[config.mk]
export PLATFORM = sky130hd
export DESIGN_NAME = heart_rate_page_decoder_flat
export DESIGN_NICKNAME = d
export VERILOG_FILES = /design/src/rtl/hrpd_pkg.sv /design/src/rtl/hrpd_req_if.sv /design/src/rtl/hrpd_rsp_if.sv /design/src/rtl/hrpd_detect.sv /design/src/rtl/hrpd_page.sv /design/src/rtl/heart_rate_page_decoder.sv /design/src/flat_wrapper.sv
export SDC_FILE = /design/constraint.sdc
export NUM_CORES = 1
export LEC_CHECK = 0
export ABC_AREA = 0
export BUFFER_PORTS_ARGS = -buffer_cell sky130_fd_sc_hd__buf_2
export CAP_MARGIN = 5
export CORE_MARGIN = 3
export CORE_UTILIZATION = 35
export DETAILED_ROUTE_END_ITERATION = 6
export GPL_TIMING_DRIVEN = 0
export MAX_ROUTING_LAYER = met4
export PLACE_DENSITY = 0.65
export SETUP_SLACK_MARGIN = 0.05
export SLEW_MARGIN = 10
export SYNTH_ARGS = -nofsm -noshare
export SYNTH_HDL_FRONTEND = slang
export SYNTH_SLANG_ARGS = --single-unit
[constraint.sdc]
create_clock -name clock -period 7.7 [get_ports clock]
set_clock_uncertainty 0.15 [all_clocks]
set_input_delay 1.54 -clock clock [delete_from_list [all_inputs] [get_ports clock]]
set_output_delay 1.54 -clock clock [all_outputs]
set_load 0.01 [all_outputs]
[src/rtl/hrpd_pkg.sv]
`default_nettype none
package hrpd_pkg;

   localparam int BYTE_W     = 8;
   localparam int TIME_W     = 16;
   localparam int VALUE1_W   = 25;
   localparam int VALUE2_W   = 16;
   localparam int VALUE3_W   = 8;
   localparam int PAGE_W     = 7;
   localparam int RR_SCALE_W = 10;
   localparam int RR_SHIFT   = 10;
   localparam int RR_PROD_W  = TIME_W + RR_SCALE_W;

   localparam logic [BYTE_W-1:0]     LIMIT_RESET = 8'd64;
   localparam logic [RR_SCALE_W-1:0] RR_SCALE    = 10'd1000;

   localparam logic [PAGE_W-1:0] PAGE_DEFAULT      = 7'd0;
   localparam logic [PAGE_W-1:0] PAGE_OP_TIME      = 7'd1;
   localparam logic [PAGE_W-1:0] PAGE_MANUFACTURER = 7'd2;
   localparam logic [PAGE_W-1:0] PAGE_VERSION      = 7'd3;
   localparam logic [PAGE_W-1:0] PAGE_PREV_BEAT    = 7'd4;

   typedef enum logic [1:0] {
      SENDER_UNKNOWN = 2'd0,
      SENDER_LEGACY  = 2'd1,
      SENDER_CURRENT = 2'd2
   } sender_kind_type;

   typedef enum logic [2:0] {
      PK_LEGACY     = 3'd0,
      PK_PAGE0      = 3'd1,
      PK_OP_TIME    = 3'd2,
      PK_MAKER      = 3'd3,
      PK_VERSION    = 3'd4,
      PK_RR         = 3'd5,
      PK_RR_SKIPPED = 3'd6,
      PK_UNKNOWN    = 3'd7
   } page_kind_type;

   typedef struct packed {
      logic            produce;
      sender_kind_type kind;
   } detect_status_type;

   typedef struct packed {
      logic [BYTE_W-1:0] page_byte;
      logic [BYTE_W-1:0] payload_byte1;
      logic [BYTE_W-1:0] payload_byte2;
      logic [BYTE_W-1:0] payload_byte3;
      logic [BYTE_W-1:0] time_low_byte;
      logic [BYTE_W-1:0] time_high_byte;
      logic [BYTE_W-1:0] beat_counter_byte;
      logic [BYTE_W-1:0] rate_byte;
   } req_fields_type;

   typedef struct packed {
      logic                device_kind;
      page_kind_type       page_kind;
      logic [BYTE_W-1:0]   heart_rate;
      logic [BYTE_W-1:0]   beat_count;
      logic [TIME_W-1:0]   event_time;
      logic [VALUE1_W-1:0] first_value;
      logic [VALUE2_W-1:0] second_value;
      logic [VALUE3_W-1:0] third_value;
   } rsp_fields_type;

endpackage
`default_nettype wire

[src/rtl/hrpd_req_if.sv]
`default_nettype none
interface hrpd_req_if;
   import hrpd_pkg::*;

   logic              valid;
   logic              ready;
   logic [BYTE_W-1:0] page_byte;
   logic [BYTE_W-1:0] payload_byte1;
   logic [BYTE_W-1:0] payload_byte2;
   logic [BYTE_W-1:0] payload_byte3;
   logic [BYTE_W-1:0] time_low_byte;
   logic [BYTE_W-1:0] time_high_byte;
   logic [BYTE_W-1:0] beat_counter_byte;
   logic [BYTE_W-1:0] rate_byte;

   modport source (
      output valid, page_byte, payload_byte1, payload_byte2, payload_byte3,
             time_low_byte, time_high_byte, beat_counter_byte, rate_byte,
      input  ready
   );

   modport sink (
      input  valid, page_byte, payload_byte1, payload_byte2, payload_byte3,
             time_low_byte, time_high_byte, beat_counter_byte, rate_byte,
      output ready
   );

endinterface
`default_nettype wire

[src/rtl/hrpd_rsp_if.sv]
`default_nettype none
interface hrpd_rsp_if;
   import hrpd_pkg::*;

   logic                valid;
   logic                ready;
   logic                device_kind;
   logic [2:0]          page_kind;
   logic [BYTE_W-1:0]   heart_rate;
   logic [BYTE_W-1:0]   beat_count;
   logic [TIME_W-1:0]   event_time;
   logic [VALUE1_W-1:0] first_value;
   logic [VALUE2_W-1:0] second_value;
   logic [VALUE3_W-1:0] third_value;

   modport source (
      output valid, device_kind, page_kind, heart_rate, beat_count, event_time,
             first_value, second_value, third_value,
      input  ready
   );

   modport sink (
      input  valid, device_kind, page_kind, heart_rate, beat_count, event_time,
             first_value, second_value, third_value,
      output ready
   );

endinterface
`default_nettype wire

[src/rtl/hrpd_detect.sv]
`default_nettype none
module hrpd_detect (
   input  wire logic                        clock,
   input  wire logic                        reset,
   input  wire logic                        csr_write_enable,
   input  wire logic [hrpd_pkg::BYTE_W-1:0] csr_write_data,
   input  wire logic                        fire,
   input  wire logic                        toggle_bit,
   output hrpd_pkg::detect_status_type      status
);
   import hrpd_pkg::*;

   logic [BYTE_W-1:0] limit_ff;
   logic [BYTE_W-1:0] limit_in;
   sender_kind_type   kind_ff;
   sender_kind_type   kind_in;
   logic              toggle_valid_ff;
   logic              toggle_valid_in;
   logic              toggle_seen_ff;
   logic              toggle_seen_in;
   logic [BYTE_W-1:0] attempt_ff;
   logic [BYTE_W-1:0] attempt_in;

   sender_kind_type   kind_next;
   logic              valid_next;
   logic              seen_next;
   logic [BYTE_W-1:0] attempt_next;

   always_comb begin
      kind_next    = kind_ff;
      valid_next   = toggle_valid_ff;
      seen_next    = toggle_seen_ff;
      attempt_next = attempt_ff;
      if (kind_ff == SENDER_UNKNOWN) begin
         if (attempt_ff < limit_ff) begin
            if (toggle_valid_ff && (toggle_bit != toggle_seen_ff)) begin
               kind_next = SENDER_CURRENT;
            end else begin
               seen_next    = toggle_bit;
               valid_next   = 1'b1;
               attempt_next = attempt_ff + 8'd1;
            end
         end
         if ((attempt_next >= limit_ff) && (kind_next == SENDER_UNKNOWN)) begin
            kind_next = SENDER_LEGACY;
         end
      end
   end

   always_comb begin
      status.kind    = kind_next;
      status.produce = (kind_next != SENDER_UNKNOWN);
   end

   always_comb begin
      limit_in        = csr_write_enable ? csr_write_data : limit_ff;
      kind_in         = fire ? kind_next : kind_ff;
      toggle_valid_in = fire ? valid_next : toggle_valid_ff;
      toggle_seen_in  = fire ? seen_next : toggle_seen_ff;
      attempt_in      = fire ? attempt_next : attempt_ff;
   end

   always_ff @(posedge clock) begin
      if (reset) begin
         limit_ff        <= LIMIT_RESET;
         kind_ff         <= SENDER_UNKNOWN;
         toggle_valid_ff <= 1'b0;
         toggle_seen_ff  <= 1'b0;
         attempt_ff      <= '0;
      end else begin
         limit_ff        <= limit_in;
         kind_ff         <= kind_in;
         toggle_valid_ff <= toggle_valid_in;
         toggle_seen_ff  <= toggle_seen_in;
         attempt_ff      <= attempt_in;
      end
   end

endmodule
`default_nettype wire

[src/rtl/hrpd_page.sv]
`default_nettype none
module hrpd_page (
   input  wire logic                     clock,
   input  wire logic                     reset,
   input  wire logic                     fire,
   input  wire hrpd_pkg::sender_kind_type kind,
   input  wire hrpd_pkg::req_fields_type  fields,
   output hrpd_pkg::rsp_fields_type      result
);
   import hrpd_pkg::*;

   logic [BYTE_W-1:0]    prev_beat_ff;
   logic [BYTE_W-1:0]    prev_beat_in;
   logic [PAGE_W-1:0]    page;
   logic [TIME_W-1:0]    event_time;
   logic [TIME_W-1:0]    prev_time;
   logic [TIME_W-1:0]    rr_ticks;
   logic [RR_PROD_W-1:0] rr_product;
   logic [BYTE_W-1:0]    beat_delta;
   logic                 is_current;

   assign page       = fields.page_byte[PAGE_W-1:0];
   assign event_time = {fields.time_high_byte, fields.time_low_byte};
   assign prev_time  = {fields.payload_byte3, fields.payload_byte2};
   assign rr_ticks   = event_time - prev_time;
   assign rr_product = RR_PROD_W'(rr_ticks) * RR_PROD_W'(RR_SCALE);
   assign beat_delta = fields.beat_counter_byte - prev_beat_ff;
   assign is_current = (kind == SENDER_CURRENT);

   always_comb begin
      result.device_kind  = is_current;
      result.page_kind    = PK_LEGACY;
      result.heart_rate   = fields.rate_byte;
      result.beat_count   = fields.beat_counter_byte;
      result.event_time   = event_time;
      result.first_value  = '0;
      result.second_value = '0;
      result.third_value  = '0;
      if (is_current) begin
         case (page)
            PAGE_DEFAULT: begin
               result.page_kind = PK_PAGE0;
            end
            PAGE_OP_TIME: begin
               result.page_kind   = PK_OP_TIME;
               result.first_value = {fields.payload_byte3, fields.payload_byte2,
                                     fields.payload_byte1, 1'b0};
            end
            PAGE_MANUFACTURER: begin
               result.page_kind    = PK_MAKER;
               result.first_value  = VALUE1_W'(fields.payload_byte1);
               result.second_value = prev_time;
            end
            PAGE_VERSION: begin
               result.page_kind    = PK_VERSION;
               result.first_value  = VALUE1_W'(fields.payload_byte1);
               result.second_value = VALUE2_W'(fields.payload_byte2);
               result.third_value  = fields.payload_byte3;
            end
            PAGE_PREV_BEAT: begin
               if (beat_delta == 8'd1) begin
                  result.page_kind   = PK_RR;
                  result.first_value = VALUE1_W'(rr_product[RR_PROD_W-1:RR_SHIFT]);
               end else begin
                  result.page_kind = PK_RR_SKIPPED;
               end
            end
            default: begin
               result.page_kind = PK_UNKNOWN;
            end
         endcase
      end
   end

   always_comb begin
      prev_beat_in = prev_beat_ff;
      if (fire && is_current && (page == PAGE_PREV_BEAT)) begin
         prev_beat_in = fields.beat_counter_byte;
      end
   end

   always_ff @(posedge clock) begin
      if (reset) begin
         prev_beat_ff <= '0;
      end else begin
         prev_beat_ff <= prev_beat_in;
      end
   end

endmodule
`default_nettype wire

[src/rtl/heart_rate_page_decoder.sv]
// Each request is held in the input register, then its result in the result
// register.
// Throughput: one request per cycle; the input register advances whenever the
// result register is empty or being taken in the same cycle.
// Reset (synchronous): drops both stages, sets the attempt limit to 64 and
// restarts sender detection with no toggle seen and previous beat zero.
`default_nettype none
module heart_rate_page_decoder (
   input  wire logic                        clock,
   input  wire logic                        reset,
   input  wire logic                        csr_write_enable,
   input  wire logic [hrpd_pkg::BYTE_W-1:0] csr_write_data,
   hrpd_req_if.sink                         req_bus,
   hrpd_rsp_if.source                       rsp_bus
);
   import hrpd_pkg::*;

   logic              req_valid_ff;
   logic              req_valid_in;
   req_fields_type    req_data_ff;
   req_fields_type    req_data_in;
   logic              rsp_valid_ff;
   logic              rsp_valid_in;
   rsp_fields_type    rsp_data_ff;
   rsp_fields_type    rsp_data_in;

   logic              fire;
   logic              take;
   detect_status_type status;
   rsp_fields_type    result;

   assign fire          = req_valid_ff && (!rsp_valid_ff || rsp_bus.ready);
   assign take          = req_bus.valid && req_bus.ready;
   assign req_bus.ready = !req_valid_ff || fire;

   hrpd_detect u_detect (
      .clock            (clock),
      .reset            (reset),
      .csr_write_enable (csr_write_enable),
      .csr_write_data   (csr_write_data),
      .fire             (fire),
      .toggle_bit       (req_data_ff.page_byte[BYTE_W-1]),
      .status           (status)
   );

   hrpd_page u_page (
      .clock  (clock),
      .reset  (reset),
      .fire   (fire),
      .kind   (status.kind),
      .fields (req_data_ff),
      .result (result)
   );

   always_comb begin
      req_data_in = req_data_ff;
      if (take) begin
         req_data_in.page_byte         = req_bus.page_byte;
         req_data_in.payload_byte1     = req_bus.payload_byte1;
         req_data_in.payload_byte2     = req_bus.payload_byte2;
         req_data_in.payload_byte3     = req_bus.payload_byte3;
         req_data_in.time_low_byte     = req_bus.time_low_byte;
         req_data_in.time_high_byte    = req_bus.time_high_byte;
         req_data_in.beat_counter_byte = req_bus.beat_counter_byte;
         req_data_in.rate_byte         = req_bus.rate_byte;
      end
      req_valid_in = take || (req_valid_ff && !fire);
   end

   always_comb begin
      rsp_data_in  = rsp_data_ff;
      rsp_valid_in = rsp_valid_ff && !rsp_bus.ready;
      if (fire) begin
         rsp_valid_in = status.produce;
         if (status.produce) begin
            rsp_data_in = result;
         end
      end
   end

   always_ff @(posedge clock) begin
      if (reset) begin
         req_valid_ff <= 1'b0;
         rsp_valid_ff <= 1'b0;
      end else begin
         req_valid_ff <= req_valid_in;
         rsp_valid_ff <= rsp_valid_in;
      end
   end

   always_ff @(posedge clock) begin
      req_data_ff <= req_data_in;
      rsp_data_ff <= rsp_data_in;
   end

   assign rsp_bus.valid        = rsp_valid_ff;
   assign rsp_bus.device_kind  = rsp_data_ff.device_kind;
   assign rsp_bus.page_kind    = rsp_data_ff.page_kind;
   assign rsp_bus.heart_rate   = rsp_data_ff.heart_rate;
   assign rsp_bus.beat_count   = rsp_data_ff.beat_count;
   assign rsp_bus.event_time   = rsp_data_ff.event_time;
   assign rsp_bus.first_value  = rsp_data_ff.first_value;
   assign rsp_bus.second_value = rsp_data_ff.second_value;
   assign rsp_bus.third_value  = rsp_data_ff.third_value;

endmodule
`default_nettype wire

[src/flat_wrapper.sv]
// flat-port wrapper written by rule: the top's interface ports become plain ports
module heart_rate_page_decoder_flat import hrpd_pkg::*;
  (clock, reset, csr_write_enable, csr_write_data, req_bus_valid, req_bus_page_byte, req_bus_payload_byte1, req_bus_payload_byte2, req_bus_payload_byte3, req_bus_time_low_byte, req_bus_time_high_byte, req_bus_beat_counter_byte, req_bus_rate_byte, req_bus_ready, rsp_bus_valid, rsp_bus_device_kind, rsp_bus_page_kind, rsp_bus_heart_rate, rsp_bus_beat_count, rsp_bus_event_time, rsp_bus_first_value, rsp_bus_second_value, rsp_bus_third_value, rsp_bus_ready);
  hrpd_req_if req_bus_i ();
  hrpd_rsp_if rsp_bus_i ();
  input  wire logic clock;
  input  wire logic reset;
  input  wire logic csr_write_enable;
  input  wire logic [hrpd_pkg::BYTE_W-1:0] csr_write_data;
  input wire logic [$bits(req_bus_i.valid)-1:0] req_bus_valid;
  input wire logic [$bits(req_bus_i.page_byte)-1:0] req_bus_page_byte;
  input wire logic [$bits(req_bus_i.payload_byte1)-1:0] req_bus_payload_byte1;
  input wire logic [$bits(req_bus_i.payload_byte2)-1:0] req_bus_payload_byte2;
  input wire logic [$bits(req_bus_i.payload_byte3)-1:0] req_bus_payload_byte3;
  input wire logic [$bits(req_bus_i.time_low_byte)-1:0] req_bus_time_low_byte;
  input wire logic [$bits(req_bus_i.time_high_byte)-1:0] req_bus_time_high_byte;
  input wire logic [$bits(req_bus_i.beat_counter_byte)-1:0] req_bus_beat_counter_byte;
  input wire logic [$bits(req_bus_i.rate_byte)-1:0] req_bus_rate_byte;
  output wire logic [$bits(req_bus_i.ready)-1:0] req_bus_ready;
  output wire logic [$bits(rsp_bus_i.valid)-1:0] rsp_bus_valid;
  output wire logic [$bits(rsp_bus_i.device_kind)-1:0] rsp_bus_device_kind;
  output wire logic [$bits(rsp_bus_i.page_kind)-1:0] rsp_bus_page_kind;
  output wire logic [$bits(rsp_bus_i.heart_rate)-1:0] rsp_bus_heart_rate;
  output wire logic [$bits(rsp_bus_i.beat_count)-1:0] rsp_bus_beat_count;
  output wire logic [$bits(rsp_bus_i.event_time)-1:0] rsp_bus_event_time;
  output wire logic [$bits(rsp_bus_i.first_value)-1:0] rsp_bus_first_value;
  output wire logic [$bits(rsp_bus_i.second_value)-1:0] rsp_bus_second_value;
  output wire logic [$bits(rsp_bus_i.third_value)-1:0] rsp_bus_third_value;
  input wire logic [$bits(rsp_bus_i.ready)-1:0] rsp_bus_ready;
  assign req_bus_i.valid = req_bus_valid;
  assign req_bus_i.page_byte = req_bus_page_byte;
  assign req_bus_i.payload_byte1 = req_bus_payload_byte1;
  assign req_bus_i.payload_byte2 = req_bus_payload_byte2;
  assign req_bus_i.payload_byte3 = req_bus_payload_byte3;
  assign req_bus_i.time_low_byte = req_bus_time_low_byte;
  assign req_bus_i.time_high_byte = req_bus_time_high_byte;
  assign req_bus_i.beat_counter_byte = req_bus_beat_counter_byte;
  assign req_bus_i.rate_byte = req_bus_rate_byte;
  assign req_bus_ready = req_bus_i.ready;
  assign rsp_bus_valid = rsp_bus_i.valid;
  assign rsp_bus_device_kind = rsp_bus_i.device_kind;
  assign rsp_bus_page_kind = rsp_bus_i.page_kind;
  assign rsp_bus_heart_rate = rsp_bus_i.heart_rate;
  assign rsp_bus_beat_count = rsp_bus_i.beat_count;
  assign rsp_bus_event_time = rsp_bus_i.event_time;
  assign rsp_bus_first_value = rsp_bus_i.first_value;
  assign rsp_bus_second_value = rsp_bus_i.second_value;
  assign rsp_bus_third_value = rsp_bus_i.third_value;
  assign rsp_bus_i.ready = rsp_bus_ready;
  heart_rate_page_decoder u_core (.clock(clock), .reset(reset), .csr_write_enable(csr_write_enable), .csr_write_data(csr_write_data), .req_bus(req_bus_i), .rsp_bus(rsp_bus_i));
endmodule
==> flow_metrics.env, run 1 <==
export IMPL_outcome="finished clean"
export IMPL_dp_hpwl_mm=16.5
export IMPL_via_per_inst=4.70
export IMPL_async_flop_share_pct=0
export IMPL_fin_nets=1227
export IMPL_antenna_found_initial=1
export IMPL_dr_pass1_iters=5
export IMPL_rsz0062_at_grt="false"
export IMPL_total_power_mw=5.85
export IMPL_min_period_over_period_pct=94.2
export IMPL_max_cap_violations=0
export IMPL_fin_area_mm2=0.0122
export IMPL_critPathLaunch="u_core.req_data_ff[41]"
export IMPL_overflow=0
export IMPL_slew_viol_final=0
export IMPL_dieArea_mm2=0.0312
export IMPL_synth_nets=1043
export IMPL_wl_per_cell_um=15.3
export IMPL_die_h_um=177
export IMPL_gp_congestion=0.814
export IMPL_power_density_mw_per_mm2=480
export IMPL_n_fill_cell=2662
export IMPL_finalCriticalPeriod_ns=7.25
export IMPL_port_buffers=161
export IMPL_postPlaceCellArea_mm2=0.0115
export IMPL_cp_data_arrival_time_ns=7.28
export IMPL_ys_flop_type="edfxtp_1"
export IMPL_numCtsBuffers=17
export IMPL_path_max_fanout=5
export IMPL_cts_root_buf="clkbuf_16"
export IMPL_cts_tree="built"
export IMPL_ys_seq_area_share_pct=49.8
export IMPL_worstPathRequired_ns=7.73
export IMPL_reg2reg_from="u_core.req_data_ff[41]"
export IMPL_synth_avg_cell_area_um2=12.2
export IMPL_r2r_slack_ns=0.45
export IMPL_vias=6625
export IMPL_totalWireLength_mm=21.5
export IMPL_ys_ff_latch=179
export IMPL_syn_inst=835
export IMPL_drc=0
export IMPL_total_leakage_power_nw=5.48
export IMPL_grt_util_all_layers_pct=14.7
export IMPL_critPathCaptureType="flop"
export IMPL_reg2reg_depth=24
export IMPL_yosysMostFrequentCell="edfxtp_1"
export IMPL_critPathCapture="u_core.rsp_bus.first_value[13]"
export IMPL_ir_drop_v=0.000524
export IMPL_clkSinkCount=179
export IMPL_cts_clk_slew_worst_paths_ns=0.08
export IMPL_grt_pass1_vias=6624
export IMPL_cts_hold_buffers=0
export IMPL_fin_setup_tns_ns=0
export IMPL_synth_edf_count=149
export IMPL_syn_area_mm2=0.0102
export IMPL_grt_max_degree=59
export IMPL_fin_util_pct=43.1
export IMPL_hold_viol=0
export IMPL_final_antenna_net_count=0
export IMPL_relSlewSlack_pct=37.1
export IMPL_ys_types=68
export IMPL_initial_utilization_pct=36.1
export IMPL_yosysTopAreaCellShare_pct=43.9
export IMPL_grt_pass1_wl_mm=34.7
export IMPL_finalSetupViolCount=0
export IMPL_htree_levels=4
export IMPL_synthTopCellsByArea="edfxtp_1 (44%), ha_1 (10%), fa_1 (9.2%), dfxtp_1 (5.9%), inv_1 (4.1%)"
export IMPL_start_kind="flop"
export IMPL_r2r_end="u_core.rsp_bus.first_value[13]"
export IMPL_critical_path_class="flop to flop"
export IMPL_max_freq_mhz=138
export IMPL_worstMarginPinSlew_ns=0.943
export IMPL_clk_path_buf_depth=2
export IMPL_yosysTopAreaCell="edfxtp_1"
export IMPL_holdPathStages=0
export IMPL_die_width_um=177
export IMPL_coreArea_mm2=0.0282
export IMPL_yosys_warnings=0
export IMPL_drtIter0Drc=336
export IMPL_yosys_top_cells_count="edfxtp_1 (149), inv_1 (111), ha_1 (84), nor2_1 (61), fa_1 (47)"
export IMPL_layout_drive_gt1_share_pct=21.4
export IMPL_clock_latency_ns=0.44
export IMPL_hp_class="flop to flop"
export IMPL_io_pins=164
export IMPL_syn_to_final_growth_pct=19.5
export IMPL_rows=61
## cell type report
type,count,area (um2),share of cell area [%]
plain buffers,13,56.3,0.462
clock inverters,7,58.8,0.483
inverters,111,417,3.42
well taps,378,473,3.88
repair buffers,165,876,7.19
multi-input cells,532,4690,38.5
diodes,1,2.50,0.0205
flip-flops and latches,179,5070,41.7
clock buffers,24,526,4.32
## kinds of logic after synthesis
kind of cell    Yosys count  synth area share [%]
compound gates          128                  8.86
xor+xnor                 61                  5.39
fa+ha+maj               132                  19.6
buf+inv                 124                  4.64
flops                   179                  49.8
mux                      17                  1.68
simple gates            194                  9.99
## sequential cells by signal, indices dropped and copies added (netlist names), 2 cells and up
name and count:
u_core.rsp_bus.event_time 16, u_core.rsp_bus.heart_rate 8, u_core.u_detect.attempt_ff 8, u_core.u_detect.limit_ff 8
u_core.u_detect.kind_ff 2, u_core.rsp_bus.second_value 16, u_core.rsp_bus.beat_count 8, u_core.rsp_bus.third_value 8
u_core.u_page.prev_beat_ff 8, u_core.rsp_bus.first_value 25, u_core.rsp_bus.page_kind 3, u_core.req_data_ff 64
## cells in the final DEF (no fill, tap or decap), types with 16 or more instances in the layout
cell and n:
clkbuf_16 20, dfxtp_1 30, nand2_1 30, ha_1 84, inv_1 111, xnor2_1 35, and2_1 31, mux2i_1 16
a21o_1 16, xor2_1 21, fa_1 47, buf_2 163, a21oi_1 37, edfxtp_1 149, o21ai_0 18, nor2_1 61
## per-stage QoR
| stage | hold WS [ns] | setup WS, ns | instances |
|---|---|---|---|
| 5_1_grt | 0.274 | 0.0487 | 1410 |
| 2_1_floorplan | 0.250 | 0.994 | 835 |
| 6_report | 0.269 | 0.449 | 1410 |
| 3_3_place_gp | 0.250 | 0.0124 | 1374 |
| 4_1_cts | 0.271 | 0.0823 | 1407 |
| 3_5_place_dp | 0.262 | -0.0632 | 1376 |
## timing repair
action,4_1_cts,5_1_grt
setup endpoints to repair,2,8
resized for setup,1,5
pin swaps,0,1
setup buffers,0,2
## critical path, cell delays in order (launching register included)
cell       delay (ns)
edfxtp_1         0.44
inv_1            0.12
ha_1             0.23
nor2b_1          0.14
o31a_1           0.27
o31ai_1          0.44
nand2_1          0.18
o21ai_0          0.19
nand2b_1         0.15
xnor2_4          0.29
inv_1            0.14
fa_1             0.49
inv_1            0.05
fa_1             0.54
fa_1             0.46
fa_1             0.54
inv_1            0.05
ha_1             0.36
nor3_1           0.16
nor2_1           0.09
a2111oi_0        0.41
a21oi_1          0.23
a211o_1          0.33
or2_2            0.28
a32o_1           0.26
## power by group
part           switching [mW]  total (mW)  internal [mW]
Combinational            2.14        3.88           1.73
Sequential             0.0192        1.10           1.08
Clock                   0.386       0.870          0.485
Total                    2.55        5.85           3.30
## metal layers
layer / GRT usage [%] / vias up / part of all wire [%]
met3: 4.10 / 14 / 4.9
li1: - / 3292 / -
met4: 3.21 / 0 / 1.0
met1: 18.8 / 3189 / 45
met5: - / - / 0
met2: 23.7 / 130 / 49
## worst min path at each step
| stage | start | to | slack, ns |
|---|---|---|---|
| 2_1_floorplan | u_core.req_data_ff[0] | u_core.rsp_bus.heart_rate[0] | 0.25 |
| 3_3_place_gp | u_core.req_data_ff[2] | u_core.rsp_bus.heart_rate[2] | 0.25 |
| 3_5_place_dp | u_core.req_data_ff[6] | u_core.rsp_bus.heart_rate[6] | 0.26 |
| 4_1_cts | u_core.req_data_ff[0] | u_core.rsp_bus.heart_rate[0] | 0.27 |
| 5_1_grt | u_core.req_data_ff[0] | u_core.rsp_bus.heart_rate[0] | 0.27 |
| 6_report | u_core.req_data_ff[0] | u_core.rsp_bus.heart_rate[0] | 0.27 |
No activity file was read; power rests on OpenSTA's default activity.
==> inputs of run 2 (changes only) <==
--- a/config.mk
+++ b/config.mk
@@ -10,11 +10,12 @@
 export CAP_MARGIN = 5
 export CORE_MARGIN = 3
 export CORE_UTILIZATION = 35
+export CTS_BUF_LIST = sky130_fd_sc_hd__clkbuf_8
 export DETAILED_ROUTE_END_ITERATION = 6
 export GPL_TIMING_DRIVEN = 0
 export MAX_ROUTING_LAYER = met4
 export PLACE_DENSITY = 0.65
-export SETUP_SLACK_MARGIN = 0.05
+export SETUP_SLACK_MARGIN = 0.4
 export SLEW_MARGIN = 10
 export SYNTH_ARGS = -nofsm -noshare
 export SYNTH_HDL_FRONTEND = slang
==> run 2 against run 1 <==
Utilization down 0.15 points; largest cell class unchanged; power is 1.2% lower; sequential cell count is the same; register-to-register slack gained 0.22 ns; final area is 0.35% lower; global-route usage about the same.
==> flow_metrics.env, run 2 (same netlist as run 1, synthesis figures left out) <==
export IMPL_pre_cts_slack_ns=-0.0632
export IMPL_rsz0062_at_grt="false"
export IMPL_min_period_over_period_pct=91.2
export IMPL_finalCriticalPeriod_ns=7.03
export IMPL_hold_path_end="u_core.rsp_bus.heart_rate[0]"
export IMPL_cts_root_buf="clkbuf_8"
export IMPL_cts_tree="built"
export IMPL_initial_utilization_pct=36.1
export IMPL_die_width_um=177
export IMPL_fin_util_pct=43.0
export IMPL_totalWireLength_mm=21.6
export IMPL_drc=0
export IMPL_mostFrequentLayoutCell="buf_2"
export IMPL_final_cell_mix="buf_2 (163), edfxtp_1 (149), inv_1 (114), ha_1 (83), nor2_1 (61)"
export IMPL_fin_setup_tns_ns=0
export IMPL_io_pins=164
export IMPL_r2r_end="u_core.rsp_bus.first_value[13]"
export IMPL_hp_class="flop to flop"
export IMPL_cts_clk_slew_worst_paths_ns=0.11
export IMPL_drtIter0Drc=386
export IMPL_r2r_slack_ns=0.67
export IMPL_crit_slowest_cell="fa_1"
export IMPL_slew_viol_final=0
export IMPL_path_max_fanout=6
export IMPL_start_kind="flop"
export IMPL_outcome="finished clean"
export IMPL_finalSetupViolCount=0
export IMPL_cp_data_arrival_time_ns=7.10
export IMPL_grt_pass1_wl_mm=34.8
export IMPL_critPathTopFamily="compound AO/OA/AOI/OAI gates"
export IMPL_reg2reg_from="u_core.req_data_ff[24]"
export IMPL_clock_latency_ns=0.48
export IMPL_clkSinkCount=179
export IMPL_holdPathStages=0
export IMPL_clk_path_buf_depth=2
export IMPL_antenna_found_initial=1
export IMPL_fin_nets=1233
export IMPL_coreArea_mm2=0.0282
export IMPL_max_freq_mhz=142
export IMPL_wl_per_cell_um=15.3
export IMPL_grt_util_all_layers_pct=14.7
export IMPL_syn_to_final_growth_pct=19.1
export IMPL_port_buffers=161
export IMPL_worstMarginPinSlew_ns=0.975
export IMPL_die_h_um=177
export IMPL_total_leakage_power_nw=5.45
export IMPL_grt_pass1_vias=6632
export IMPL_dieArea_mm2=0.0312
export IMPL_hold_slack_ns=0.269
export IMPL_vias=6662
export IMPL_via_per_inst=4.70
export IMPL_crit_top_cell="inv_1"
export IMPL_layout_drive_gt1_share_pct=22.4
export IMPL_overflow=0
export IMPL_htree_levels=4
export IMPL_worstPathRequired_ns=7.77
export IMPL_dp_hpwl_mm=16.5
export IMPL_cp_num_buf_inv=5
export IMPL_critical_path_class="flop to flop"
export IMPL_relSlewSlack_pct=35.0
export IMPL_fin_ws_ns=0.674
export IMPL_hold_viol=0
export IMPL_rows=61
export IMPL_largest_register_ffs=64
export IMPL_ir_drop_v=0.000585
export IMPL_grt_max_degree=59
export IMPL_reg2reg_depth=26
export IMPL_max_cap_violations=0
export IMPL_gp_congestion=0.814
export IMPL_power_density_mw_per_mm2=476
export IMPL_max_stage_delay_ns=0.51
export IMPL_critPathCaptureType="flop"
export IMPL_numCtsBuffers=17
export IMPL_final_antenna_net_count=0
export IMPL_hold_start="u_core.req_data_ff[0]"
export IMPL_top_register="u_core.req_data_ff"
export IMPL_dr_pass1_iters=5
-- run 2: cell types whose count changed in the layout (fill, tap and decap cells not counted), sizes merged --
cell,delta
bufinv,+3
inv,+3
clkbuf,-6
buf,+6
-- run 2: worst register-to-register path: stages (launching register included) --
cell       delay, ns
edfxtp_1        0.41
inv_1           0.08
ha_1            0.17
inv_1           0.06
fa_1            0.40
a21o_1          0.18
a21o_1          0.23
a211o_1         0.33
a21o_1          0.21
a21oi_4         0.20
xnor2_4         0.21
xnor2_4         0.14
xor2_1          0.22
fa_1            0.51
inv_1           0.05
fa_1            0.49
inv_1           0.05
fa_1            0.49
inv_1           0.04
ha_1            0.35
a211oi_1        0.23
o21ai_1         0.15
a2111oi_2       0.44
a21oi_2         0.16
a211o_1         0.30
or2_2           0.29
a32o_1          0.26
-- run 2: repair_timing --
| item | CTS | global route |
|---|---|---|
| pin swaps | 1 | 4 |
| endpoints found under the setup margin | 9 | 5 |
| gates resized for setup | 5 | 14 |
| setup buffers | 2 | 6 |
| hold endpoints to repair | 0 | 0 |
| hold buffers | 0 | 0 |
-- run 2: worst max path at each step --
stage	cells after the start	to	from
after floorplan	26	u_core.rsp_bus.first_value[13]	u_core.req_data_ff[24]
after global placement	26	u_core.rsp_bus.first_value[13]	u_core.req_data_ff[24]
after detailed placement	26	u_core.rsp_bus.first_value[13]	u_core.req_data_ff[24]
after CTS	24	u_core.rsp_bus.first_value[13]	u_core.req_data_ff[24]
after global routing	24	u_core.rsp_bus.first_value[13]	u_core.req_data_ff[24]
final	26	u_core.rsp_bus.first_value[13]	u_core.req_data_ff[24]
-- run 2: cell type report --
cell class              instances  area (um2)
repair buffers                171         921
plain buffers                  13        56.3
fillers                      2679       16100
flip-flops and latches        179        5070
multi-input cells             532        4780
well taps                     378         473
inverters                     111         417
clock buffers                  18         248
clock inverters                13         160
diodes                          1        2.50
-- run 2: report_power, final --
group	switching (mW)	internal [mW]	total, mW	leakage [nW]
Combinational	2.20	1.79	3.99	3.49
Sequential	0.0191	1.08	1.10	1.74
Clock	0.357	0.330	0.688	0.220
Total	2.58	3.20	5.78	5.45
-- run 2: metrics by stage --
| step | std cells | total power [mW] | instance area [um2] |
|---|---|---|---|
| after floorplan | 835 | 4.22 | 10200 |
| after global placement | 1374 | 4.93 | 11500 |
| after detailed placement | 1376 | 4.98 | 11500 |
| after CTS | 1409 | 5.72 | 12000 |
| after global routing | 1416 | 6.44 | 12100 |
| final | 1416 | 5.78 | 12100 |
-- run 2: metal layers --
metal	GRT usage, %	up-vias	share of wire [%]
met5	-	-	0
met4	4.03	0	1.3
met3	3.35	15	4.8
met2	23.8	135	49
met1	18.8	3207	45
li1	-	3305	-
